### config.mk
export PLATFORM = sky130hd
export DESIGN_NAME = fcdp_ctrl
export DESIGN_NICKNAME = d
export VERILOG_FILES = /design/src/rtl/fcdp_pkg.sv /design/src/rtl/fcdp_ctrl.sv
export SDC_FILE = /design/constraint.sdc
export NUM_CORES = 1
export LEC_CHECK = 0
export BUFFER_PORTS_ARGS = -buffer_cell sky130_fd_sc_hd__clkbuf_2
export CAP_MARGIN = 0
export CORE_AREA = 5 5 42 44
export DETAILED_ROUTE_END_ITERATION = 6
export DIE_AREA = 0 0 47 49
export GPL_ROUTABILITY_DRIVEN = 1
export SYNTH_ARGS = -nofsm -noshare
export SYNTH_HDL_FRONTEND = slang
export SYNTH_SLANG_ARGS = --single-unit
### constraint.sdc
create_clock -name clock -period 2 [get_ports clock]
set_input_delay 0.5 -clock clock [delete_from_list [all_inputs] [get_ports clock]]
set_output_delay 0.5 -clock clock [all_outputs]
set_load 0.1 [all_outputs]
### src/rtl/fcdp_pkg.sv
// ----------------------------------------------------------------------------
// fcdp_pkg: shared types for the float constant dedup pool
// Request/response structs, status codes, ctrl/datapath bundles, narrowing.
// ----------------------------------------------------------------------------
package fcdp_pkg;

   localparam int unsigned PoolDepthDefault = 64;

   typedef enum logic [1:0] {
      TYPE_SINGLE = 2'd0,
      TYPE_DOUBLE = 2'd1
   } type_code_type;

   typedef enum logic [1:0] {
      STATUS_REUSED  = 2'd0,
      STATUS_ADDED   = 2'd1,
      STATUS_NOPOOL  = 2'd2,
      STATUS_FULL    = 2'd3
   } status_type;

   typedef struct packed {
      logic        is_constant;
      logic [1:0]  type_code;
      logic [63:0] value_bits;
   } req_type;

   typedef struct packed {
      logic [1:0] status;
      logic [5:0] pool_id;
      logic       in_double_pool;
   } rsp_type;

   // controller -> datapath
   typedef struct packed {
      logic load;      // capture request, clear scan index
      logic step;      // advance scan index
      logic append;    // write key at count, bump count
   } cmd_type;

   // datapath -> controller
   typedef struct packed {
      logic poolable;
      logic scan_done; // index reached count (no more entries)
      logic hit;       // current entry matches
      logic full;
   } sts_type;

   // double to single, round to nearest even
   // mantissa path is 54 bits so the half point at shift 54 is representable
   function automatic logic [31:0] narrow_to_single(input logic [63:0] b);
      logic        sgn;
      logic [10:0] dexp;
      logic [51:0] man;
      logic [53:0] m;
      logic [12:0] fe;       // signed biased single exponent
      logic [6:0]  shift;
      logic [53:0] q;
      logic [53:0] rem;
      logic [53:0] half;
      logic [53:0] mask;
      logic [31:0] mag;
      logic [31:0] res;
      sgn  = b[63];
      dexp = b[62:52];
      man  = b[51:0];
      m    = {2'b01, man};
      fe   = 13'(dexp) - 13'd896;
      res  = {sgn, 31'd0};
      if (dexp == 11'h7FF) begin
         if (man == 52'd0) res = {sgn, 31'h7F800000};
         else res = {sgn, 31'h7FC00000 | 31'(man[51:29])};
      end else if (dexp == 11'd0) begin
         res = {sgn, 31'd0};
      end else if (!fe[12] && fe >= 13'd255) begin
         res = {sgn, 31'h7F800000};
      end else begin
         if (!fe[12] && fe != 13'd0) shift = 7'd29;
         else shift = 7'(13'd30 - fe);
         if (fe[12] && (13'd0 - fe) > 13'd24) begin
            res = {sgn, 31'd0};
         end else begin
            mask = (54'd1 << shift) - 54'd1;
            q    = m >> shift;
            rem  = m & mask;
            half = 54'd1 << (shift - 7'd1);
            if (rem > half || (rem == half && q[0])) q = q + 54'd1;
            if (!fe[12] && fe != 13'd0)
               mag = ({19'd0, fe - 13'd1} << 23) + q[31:0];
            else
               mag = q[31:0];
            if (mag >= 32'h7F800000) mag = 32'h7F800000;
            res = {sgn, mag[30:0]};
         end
      end
      return res;
   endfunction

endpackage

### src/rtl/fcdp_ctrl.sv
// ----------------------------------------------------------------------------
// fcdp_ctrl: request sequencing for the constant pool
// Loads a request, scans one entry per cycle, appends or reports, holds rsp.
// ----------------------------------------------------------------------------
module fcdp_ctrl (
   input  logic              clock,
   input  logic              reset,
   input  logic              req_valid,
   output logic              req_stall,
   output logic              rsp_valid,
   input  logic              rsp_stall,
   output fcdp_pkg::cmd_type cmd,
   input  fcdp_pkg::sts_type sts,
   output logic [1:0]        rsp_code
);
   import fcdp_pkg::*;

   typedef enum logic [1:0] {
      ST_IDLE,
      ST_SCAN,
      ST_RESP
   } state_type;

   state_type  state_ff, state_in;
   logic       valid_ff, valid_in;
   logic [1:0] code_ff, code_in;

   assign req_stall = (state_ff != ST_IDLE);
   assign rsp_valid = valid_ff;
   assign rsp_code  = code_ff;

   always_comb begin
      state_in   = state_ff;
      valid_in   = valid_ff;
      code_in    = code_ff;
      cmd        = '0;
      case (state_ff)
         ST_IDLE: begin
            if (req_valid) begin
               cmd.load = 1'b1;
               state_in = ST_SCAN;
            end
         end
         ST_SCAN: begin
            if (!sts.poolable) begin
               code_in  = STATUS_NOPOOL;
               valid_in = 1'b1;
               state_in = ST_RESP;
            end else if (sts.scan_done) begin
               if (sts.full) begin
                  code_in = STATUS_FULL;
               end else begin
                  code_in    = STATUS_ADDED;
                  cmd.append = 1'b1;
               end
               valid_in = 1'b1;
               state_in = ST_RESP;
            end else if (sts.hit) begin
               code_in  = STATUS_REUSED;
               valid_in = 1'b1;
               state_in = ST_RESP;
            end else begin
               cmd.step = 1'b1;
            end
         end
         ST_RESP: begin
            if (!rsp_stall) begin
               valid_in = 1'b0;
               state_in = ST_IDLE;
            end
         end
         default: state_in = ST_IDLE;
      endcase
   end

   always_ff @(posedge clock) begin
      if (reset) begin
         state_ff <= ST_IDLE;
         valid_ff <= 1'b0;
         code_ff  <= STATUS_NOPOOL;
      end else begin
         state_ff <= state_in;
         valid_ff <= valid_in;
         code_ff  <= code_in;
      end
   end

endmodule

==> results of run 1 <==
-- layout make-up --
type                            count  share of cell area (%)
Clock buffer                        4                   4.646
Tap cell                           16                   3.540
Timing Repair Buffer               14                   23.01
Inverter                            6                   3.982
Sequential cell                     5                   17.70
Multi-Input combinational cell     29                   47.12
-- sequential cells by signal (all words and copies together), names as in the netlist --
signal and count:
rsp_code 2, state_ff 2, rsp_valid 1
-- routing by layer --
| layer | GRT usage (%) | up-vias | part of all wire [%] | routed length (microns) |
|---|---|---|---|---|
| li1 | - | 171 | - | - |
| met1 | 9.231 | 151 | 45 | 340 |
| met2 | 12.22 | 10 | 46 | 347 |
| met3 | 7.749 | 0 | 9.5 | 72 |
| met4 | 0 | 0 | 0 | 0 |
| met5 | 0 | - | 0 | 0 |
-- Yosys cell counts --
cell type | instances | share of area, %
nand3_1 | 1 | 1.4
mux2i_1 | 2 | 5.6
and4bb_4 | 1 | 4.5
a211oi_2 | 1 | 3.5
a221oi_2 | 1 | 4.2
mux2_1 | 1 | 3.1
nor2b_1 | 2 | 3.5
nor3b_1 | 1 | 2.1
dfxtp_1 | 5 | 28
a221o_1 | 1 | 2.8
o21ai_0 | 2 | 2.8
inv_1 | 6 | 6.3
nand2_1 | 3 | 3.1
nor3_1 | 1 | 1.4
nand2b_1 | 4 | 7.0
a21oi_1 | 1 | 1.4
ha_1 | 5 | 17
nor2_1 | 2 | 2.1
-- cell usage in the layout (no fill, tap or decap) --
master and n:
clkbuf_2 10, inv_1 5, ha_1 5, dfxtp_1 5, nand2b_1 4, buf_12 4, nand2_1 3, clkbuf_4 3
mux2i_1 2, nor2b_1 2, o21ai_0 2, inv_2 1, nor3b_4 1, nor2_4 1, nor3_4 1, and4bb_4 1
a221oi_2 1, nor2_1 1, a211oi_2 1, mux2_1 1, a221o_1 1, nand3_1 1, a21oi_1 1, clkbuf_1 1
-- what timing repair did --
item / in CTS / in global routing
buffers inserted: 0 / 0
gates resized for setup: 0 / 1
setup endpoints to repair: 0 / 1
-- how the worst max path moves through the flow --
stage                      from     end  slack, ns  depth (start not counted)
floorplan           state_ff[0]  cmd[2]      -0.13                          4
global placement         sts[3]  cmd[0]       0.31                          4
detailed placement       sts[3]  cmd[0]       0.30                          4
CTS                 state_ff[1]  cmd[0]       0.06                          5
global route        state_ff[1]  cmd[0]       0.04                          5
finish              state_ff[1]  cmd[0]       0.12                          5
-- cells by family (layout without fill, tap and decap cells) --
family	Yosys count	count (layout)	synth area share [%]
AND/OR/NAND/NOR	15	15	25.09
adder cells (fa/ha/maj)	5	5	17.42
multiplexers	3	3	8.711
AO/OA/AOI/OAI	6	6	14.63
flip-flops	5	5	27.88
buffers and inverters	6	24	6.271
-- power breakdown --
part / internal, mW / switching, mW
registers: 0.135 / 0.0250
clock network: 0.0752 / 0.0378
logic: 0.221 / 0.475
-- critical path, stage by stage (launching register included) --
cell and delay, ns:
dfxtp_1 0.32, inv_2 0.09, ha_1 0.16, nand2_1 0.13, nor3b_4 0.24, buf_12 0.20
==> results.cfg, run 1 <==
[worst_setup_path]
rr_worst_depth = 5
r2r_end = rsp_valid
r2r_start = state_ff[1]
end_kind = primary output
ff2ff_setup_slack_ns = 0.46
critPathArrivalTime_ns = 1.38
cp_data_required_time_ns = 1.50
startpoint_type = register
path_class = reg -> out
crit_fanout = 4

[finish]
fin_nets = 72
area_growth_pct = 57.49
fillers = 148
drive_gt1_share_pct = 41.38
diodes = 0
seqCellArea_sq_um = 100.1
stdcell_count = 74
multi_input_area_sq_um = 266.5
final_core_util_pct = 40.36
final_area_sq_um = 565.5

[placement]
dp_hpwl_microns = 646.9
port_buffers = 14
post-place-cells = 70
gp_congestion = 0.7292
place_area_sq_um = 539.3
pre_cts_ws_ns = 0.2983

[timing]
max_slew_margin_pct = 64.25
holdWs_ns = 0.4770
fmax_ghz = 0.5323
finalCritPeriodShare_pct = 93.94
setup_ws_ns = 0.1212
setup_tns_ns = 0
finalMaxSlewViolations = 0
finalCriticalPeriod_ns = 1.879
finClkSkew_ns = 0.001404
setup_violations = 0
worst_slew_pin_slew_ns = 0.5385
hold_violations = 0
rsz0062_at_grt = no

[synth]
ys_seq_area_share_pct = 27.87
syn_inst = 40
ys_types = 18
syn_area_per_cell_sq_um = 8.977
synth_seq_cells = 5
synthesis.nets = 53
yosys_warnings = 0
synth_area_sq_um = 359.1

[worst_hold_path]
min_from = rsp_code[0]
hold_path.class = reg -> reg
holdPathStages = 2
min_to = rsp_code[0]

[clock_tree]
cts_max_path_buffers = 2
cts-hold-fix-buffers = 0
clk_latency_ns = 0.24
cts_tree = done
clk_pin_slew_worst_paths_ns = 0.04
cts.sinks = 5
htreeDepth = 1
cts_made_buffers = 3
cts_root_buf = clkbuf_4

[pwr]
fin_total_pwr_uw = 969.8
ir_drop_mv = 1.081
pwr_density_cell_nw_per_um2 = 1715
leakage_nw = 0.2591

[die]
die_h_microns = 49
die-area_sq_um = 2303
start_util_pct = 25.62
rows = 14
pin_count = 15
core_area_sq_um = 1401
die_w_microns = 47

[drt]
drt-initial-drc-count = 5
drcViolationCount = 0
avgRoutedWirePerCell_microns = 10.27
wirelength_microns = 760
vias = 332
viasPerCell = 4.486
drt_first_pass_iters = 4
detail-route-antenna-nets = 0

[status]
status = finished clean

[global_route]
track_usage_pct = 8.239
grt_pass1_wl_microns = 1352
grt_pass1_vias = 346
grt_overflow_total = 0
grt_antenna_before_repair = 0
grt_max_degree = 9

[run]
cap_violations = 0
Note: power is estimated with default switching activity, not from simulation.
==> run 2, diff against run 1 <==
- RECOVER_POWER: not set -> 50
- clock period: 2 -> 1.69 ns (I/O delays scaled with it)
==> results.cfg, run 2 (same netlist as run 1, synthesis figures left out) <==
[worst_setup_path]
slowest_stage = dfxtp_2
cp_data_required_time_ns = 1.27
end_kind = primary output
ff2ff_setup_slack_ns = 0.20
path_class = reg -> out
rr_worst_depth = 5
cpPeakStageDelay_ns = 0.33
crit_chain = inv_4 > ha_4 > nand2_4 > nor3b_4 > buf_12
startpoint_type = register
critPathArrivalTime_ns = 1.28
crit_fanout = 4

[drt]
avgRoutedWirePerCell_microns = 11.35
drt_first_pass_iters = 4
detail-route-antenna-nets = 0
viasPerCell = 4.558
drcViolationCount = 0
vias = 351
drt-initial-drc-count = 1
wirelength_microns = 874

[timing]
setup_tns_ns = -0.009170
finClkSkew_ns = 0.003362
fmax_ghz = 0.5885
finalCriticalPeriod_ns = 1.699
finalCritPeriodShare_pct = 100.5
hold_violations = 0
setup_violations = 1
rsz0062_at_grt = yes
worst_slew_pin_slew_ns = 0.5384
finalMaxSlewViolations = 0
setup_ws_ns = -0.009170
max_slew_margin_pct = 64.26

[finish]
area_growth_pct = 71.43
final_core_util_pct = 43.93
stdcell_count = 77
fin_nets = 75
drive_gt1_share_pct = 54.10
final_cell_mix = clkbuf_2, inv_1, nand2b_1, buf_12
mostFrequentLayoutCell = clkbuf_2
diodes = 0

[clock_tree]
cts.sinks = 5
cts_tree = done
clk_pin_slew_worst_paths_ns = 0.05
clk_latency_ns = 0.25
cts-hold-fix-buffers = 0
cts_made_buffers = 3
cts_max_path_buffers = 2
cts_root_buf = clkbuf_4
htreeDepth = 1

[status]
violations = negative setup slack
status = complete, but fails checks

[die]
die_w_microns = 47
pin_count = 15
core_area_sq_um = 1401
die_h_microns = 49
start_util_pct = 25.62
die-area_sq_um = 2303
rows = 14

[global_route]
grt_pass1_vias = 342
grt_pass1_wl_microns = 1428
track_usage_pct = 8.533
grt_max_degree = 9
grt_overflow_total = 0
grt_antenna_before_repair = 0

[worst_hold_path]
hold_path.class = in -> reg
holdPathStages = 2

[pwr]
leakage_nw = 0.2815
ir_drop_mv = 1.297
pwr_density_cell_nw_per_um2 = 2051

[placement]
post-place-cells = 70
port_buffers = 14
gp_congestion = 0.6957
dp_hpwl_microns = 667.3

[run]
cap_violations = 0
run 2: changes by cell type in the layout (fill, tap and decap cells not counted), sizes merged:
| cell | before | now |
|---|---|---|
| buf | 4 | 7 |
run 2: path summary, 6_finish.rpt:
check	endpoint	from
worst max-delay path	cmd[0]	state_ff[1]
worst min-delay path	rsp_code[0]	reset
worst max register to register	rsp_valid	state_ff[1]
worst min register to register	rsp_code[0]	rsp_code[0]
run 2: what timing repair did:
action / in CTS / in global routing
resized for setup: 9 / 1
setup buffers: 2 / 1
pin swaps: 2 / 2
endpoints found under the setup margin: 4 / 3
run 2: final cells by class:
class	count	area [sq um]
Fill cell	159	785.8
Multi-Input combinational cell	29	289.0
Timing Repair Buffer	17	152.6
Sequential cell	5	102.6
Clock buffer	4	26.28
Inverter	6	25.02
Tap cell	16	20.02
run 2: critical path, delay by kind of cell, from the launching register on:
kind	cells	cell delay, ns
buffers and inverters	2	0.28
and+or+nand+nor	2	0.29
adders and majority gates	1	0.14
DFF	1	0.33
run 2: through the flow:
step           setup WS [ns]  hold slack (ns)  total power, mW  cell area, sq um
5_1_grt             -0.06757           0.4678            1.332             615.6
3_3_place_gp          0.1251           0.4716            1.012             539.3
4_1_cts             -0.04644           0.4397            1.249             605.6
2_1_floorplan        -0.3590           0.4647           0.8013             389.1
6_report           -0.009170           0.4445            1.263             615.6
3_5_place_dp         0.05277           0.4805            1.023             539.3
run 2: power by group:
group	internal, mW	switching, mW	total (mW)	leakage (nW)
Sequential	0.165	0.0385	0.203	0.0419
Combinational	0.326	0.591	0.918	0.225
Clock	0.0895	0.0523	0.142	0.0150
Total	0.580	0.682	1.26	0.282
run 2: layer usage:
metal  up-vias  GRT usage (%)  routed length (microns)
met1       164          9.934                      347
met3         0          6.642                       81
met4         0              0                        0
met5         -              0                        0
met2        10          13.12                      445
li1        177              -                        -
==> run 3, diff against run 2 <==
- ABC_AREA: not set -> 1
==> results.cfg, run 3 <==
[clock_tree]
cts-hold-fix-buffers = 0
htreeDepth = 1
cts_tree = done
cts_root_buf = clkbuf_4
cts.sinks = 5
cts_made_buffers = 3
cts_max_path_buffers = 2
clk_pin_slew_worst_paths_ns = 0.04
clk_latency_ns = 0.24

[timing]
worst_slew_pin_slew_ns = 0.5407
fmax_ghz = 0.6082
setup_violations = 0
finClkSkew_ns = 0.002268
finalCriticalPeriod_ns = 1.644
holdWs_ns = 0.3489
finalMaxSlewViolations = 0
rsz0062_at_grt = yes
hold_violations = 0
max_slew_margin_pct = 64.11
finalCritPeriodShare_pct = 97.28

[drt]
drt-initial-drc-count = 6
vias = 380
drt_first_pass_iters = 4
avgRoutedWirePerCell_microns = 8.910
viasPerCell = 4.270
detail-route-antenna-nets = 0
drcViolationCount = 0
wirelength_microns = 793

[finish]
seqCellArea_sq_um = 101.3
fillers = 148
fin_nets = 87
mostFrequentLayoutCell = nand2_1
drive_gt1_share_pct = 36.99
final_area_sq_um = 566.8
area_growth_pct = 57.84
final_cell_mix = nand2_1, inv_1, clkbuf_2
multi_input_area_sq_um = 232.7
diodes = 0

[die]
die_w_microns = 47
rows = 14
start_util_pct = 25.62
die-area_sq_um = 2303
pin_count = 15
die_h_microns = 49
core_area_sq_um = 1401

[worst_setup_path]
critPathArrivalTime_ns = 1.22
path_class = reg -> out
end_kind = primary output
cp_data_required_time_ns = 1.27
startpoint_type = register
crit_fanout = 5

[worst_hold_path]
hold_path.class = in -> reg

[synth]
ys.flop_type = dfxtp_1
synth_edf_count = 0
ys_seq_area_share_pct = 27.87
yosys.cell_count.top_type = nand2_1
yosys_warnings = 0
synth_top_area_share_pct = 27.87
synth_area_leader_cell = dfxtp_1
synthesis.nets = 67
synth_seq_cells = 5
synthTopCellsByCount = nand2_1, inv_1, dfxtp_1, ha_1, nor2_1
syn_inst = 54
synth_area_leaders = dfxtp_1, ha_1, nand2_1
async_flop_share_pct = 0
syn_area_per_cell_sq_um = 6.650
ys_types = 13
synth_area_sq_um = 359.1

[global_route]
grt_pass1_vias = 328
grt_max_degree = 6
track_usage_pct = 7.394
grt_overflow_total = 0
grt_pass1_wl_microns = 1262
grt_antenna_before_repair = 0

[placement]
port_buffers = 14
gp_congestion = 0.7272
dp_hpwl_microns = 653.6
place_area_sq_um = 524.3

[pwr]
leakage_nw = 0.3131
sequentialPowerShare_pct = 15.8
ir_drop_mv = 0.8621
pwr_density_cell_nw_per_um2 = 2102
clkPwrFrac_pct = 11.5
switching_power_uw = 676.0
internal_power_uw = 515.4
p_comb_share_pct = 72.7
fin_total_pwr_mw = 1.191
swShare_pct = 56.74

[status]
status = finished clean

[run]
cap_violations = 0
[run 3: changes by cell type after synthesis, sizes merged, moves of 3 or more]
cell	change
nand2	+12
inv	+7
nand2b	-4
nor2	+4
nand3	+3
nand4	+3
[run 3: per-stage QoR]
| step | utilization (%) | cells | TNS (ns) | worst slack (ns) |
|---|---|---|---|---|
| floorplan | - | 54 | 0 | 0.03950 |
| global placement | 37.41 | 84 | 0 | 0.2299 |
| detailed placement | 37.41 | 84 | 0 | 0.2010 |
| CTS | 39.29 | 88 | 0 | 0.02329 |
| global route | 40.45 | 89 | -0.04152 | -0.02468 |
| finish | 40.45 | 89 | 0 | 0.04588 |
[run 3: critical path: stages, from the launching register on]
cell	delay, ns
dfxtp_1	0.32
inv_2	0.09
ha_2	0.19
inv_1	0.08
nor2_4	0.12
buf_12	0.18
[run 3: timing repair]
action / CTS / global route
endpoints found under the setup margin: 2 / 4
gates resized for setup: 1 / 3
setup buffers: 0 / 1
[run 3: per-layer routing]
layer / global-route usage [%] / routed length [microns]
met5: 0 / 0
met4: 1.382 / 0
met3: 4.428 / 62
met1: 8.132 / 323
met2: 11.99 / 406
[run 3: worst paths after layout]
kind                from     endpoint  slack (ns)  cells past startpoint
max          state_ff[1]       cmd[1]        0.05                      5
min reg2reg  rsp_code[0]  rsp_code[0]        0.46                      2
min                reset  rsp_code[0]        0.35                      2
max reg2reg  state_ff[1]  state_ff[0]        0.40                      9
[run 3: power by group through the flow]
stage / logic, mW / clock network (mW) / registers, mW
floorplan: 0.481 / 0 / 0.332
finish: 0.866 / 0.137 / 0.189
detailed placement: 0.848 / 0 / 0.187
CTS: 0.851 / 0.144 / 0.186
global route: 0.918 / 0.160 / 0.196
global placement: 0.841 / 0 / 0.187
[run 3: layout make-up]
type                    instances  area share (%)
flip-flops and latches          5           17.88
repair buffers                 15           24.28
inverters                      13           8.609
clock buffers                   4           4.636
multi-input cells              36           41.06
well taps                      16           3.532
[run 3: cells by family after synthesis]
group	Yosys count	share of synthesized area, %
fa+ha+maj	5	17.42
flops	5	27.88
buf+inv	13	13.59
compound gates	3	5.575
simple gates	28	35.54
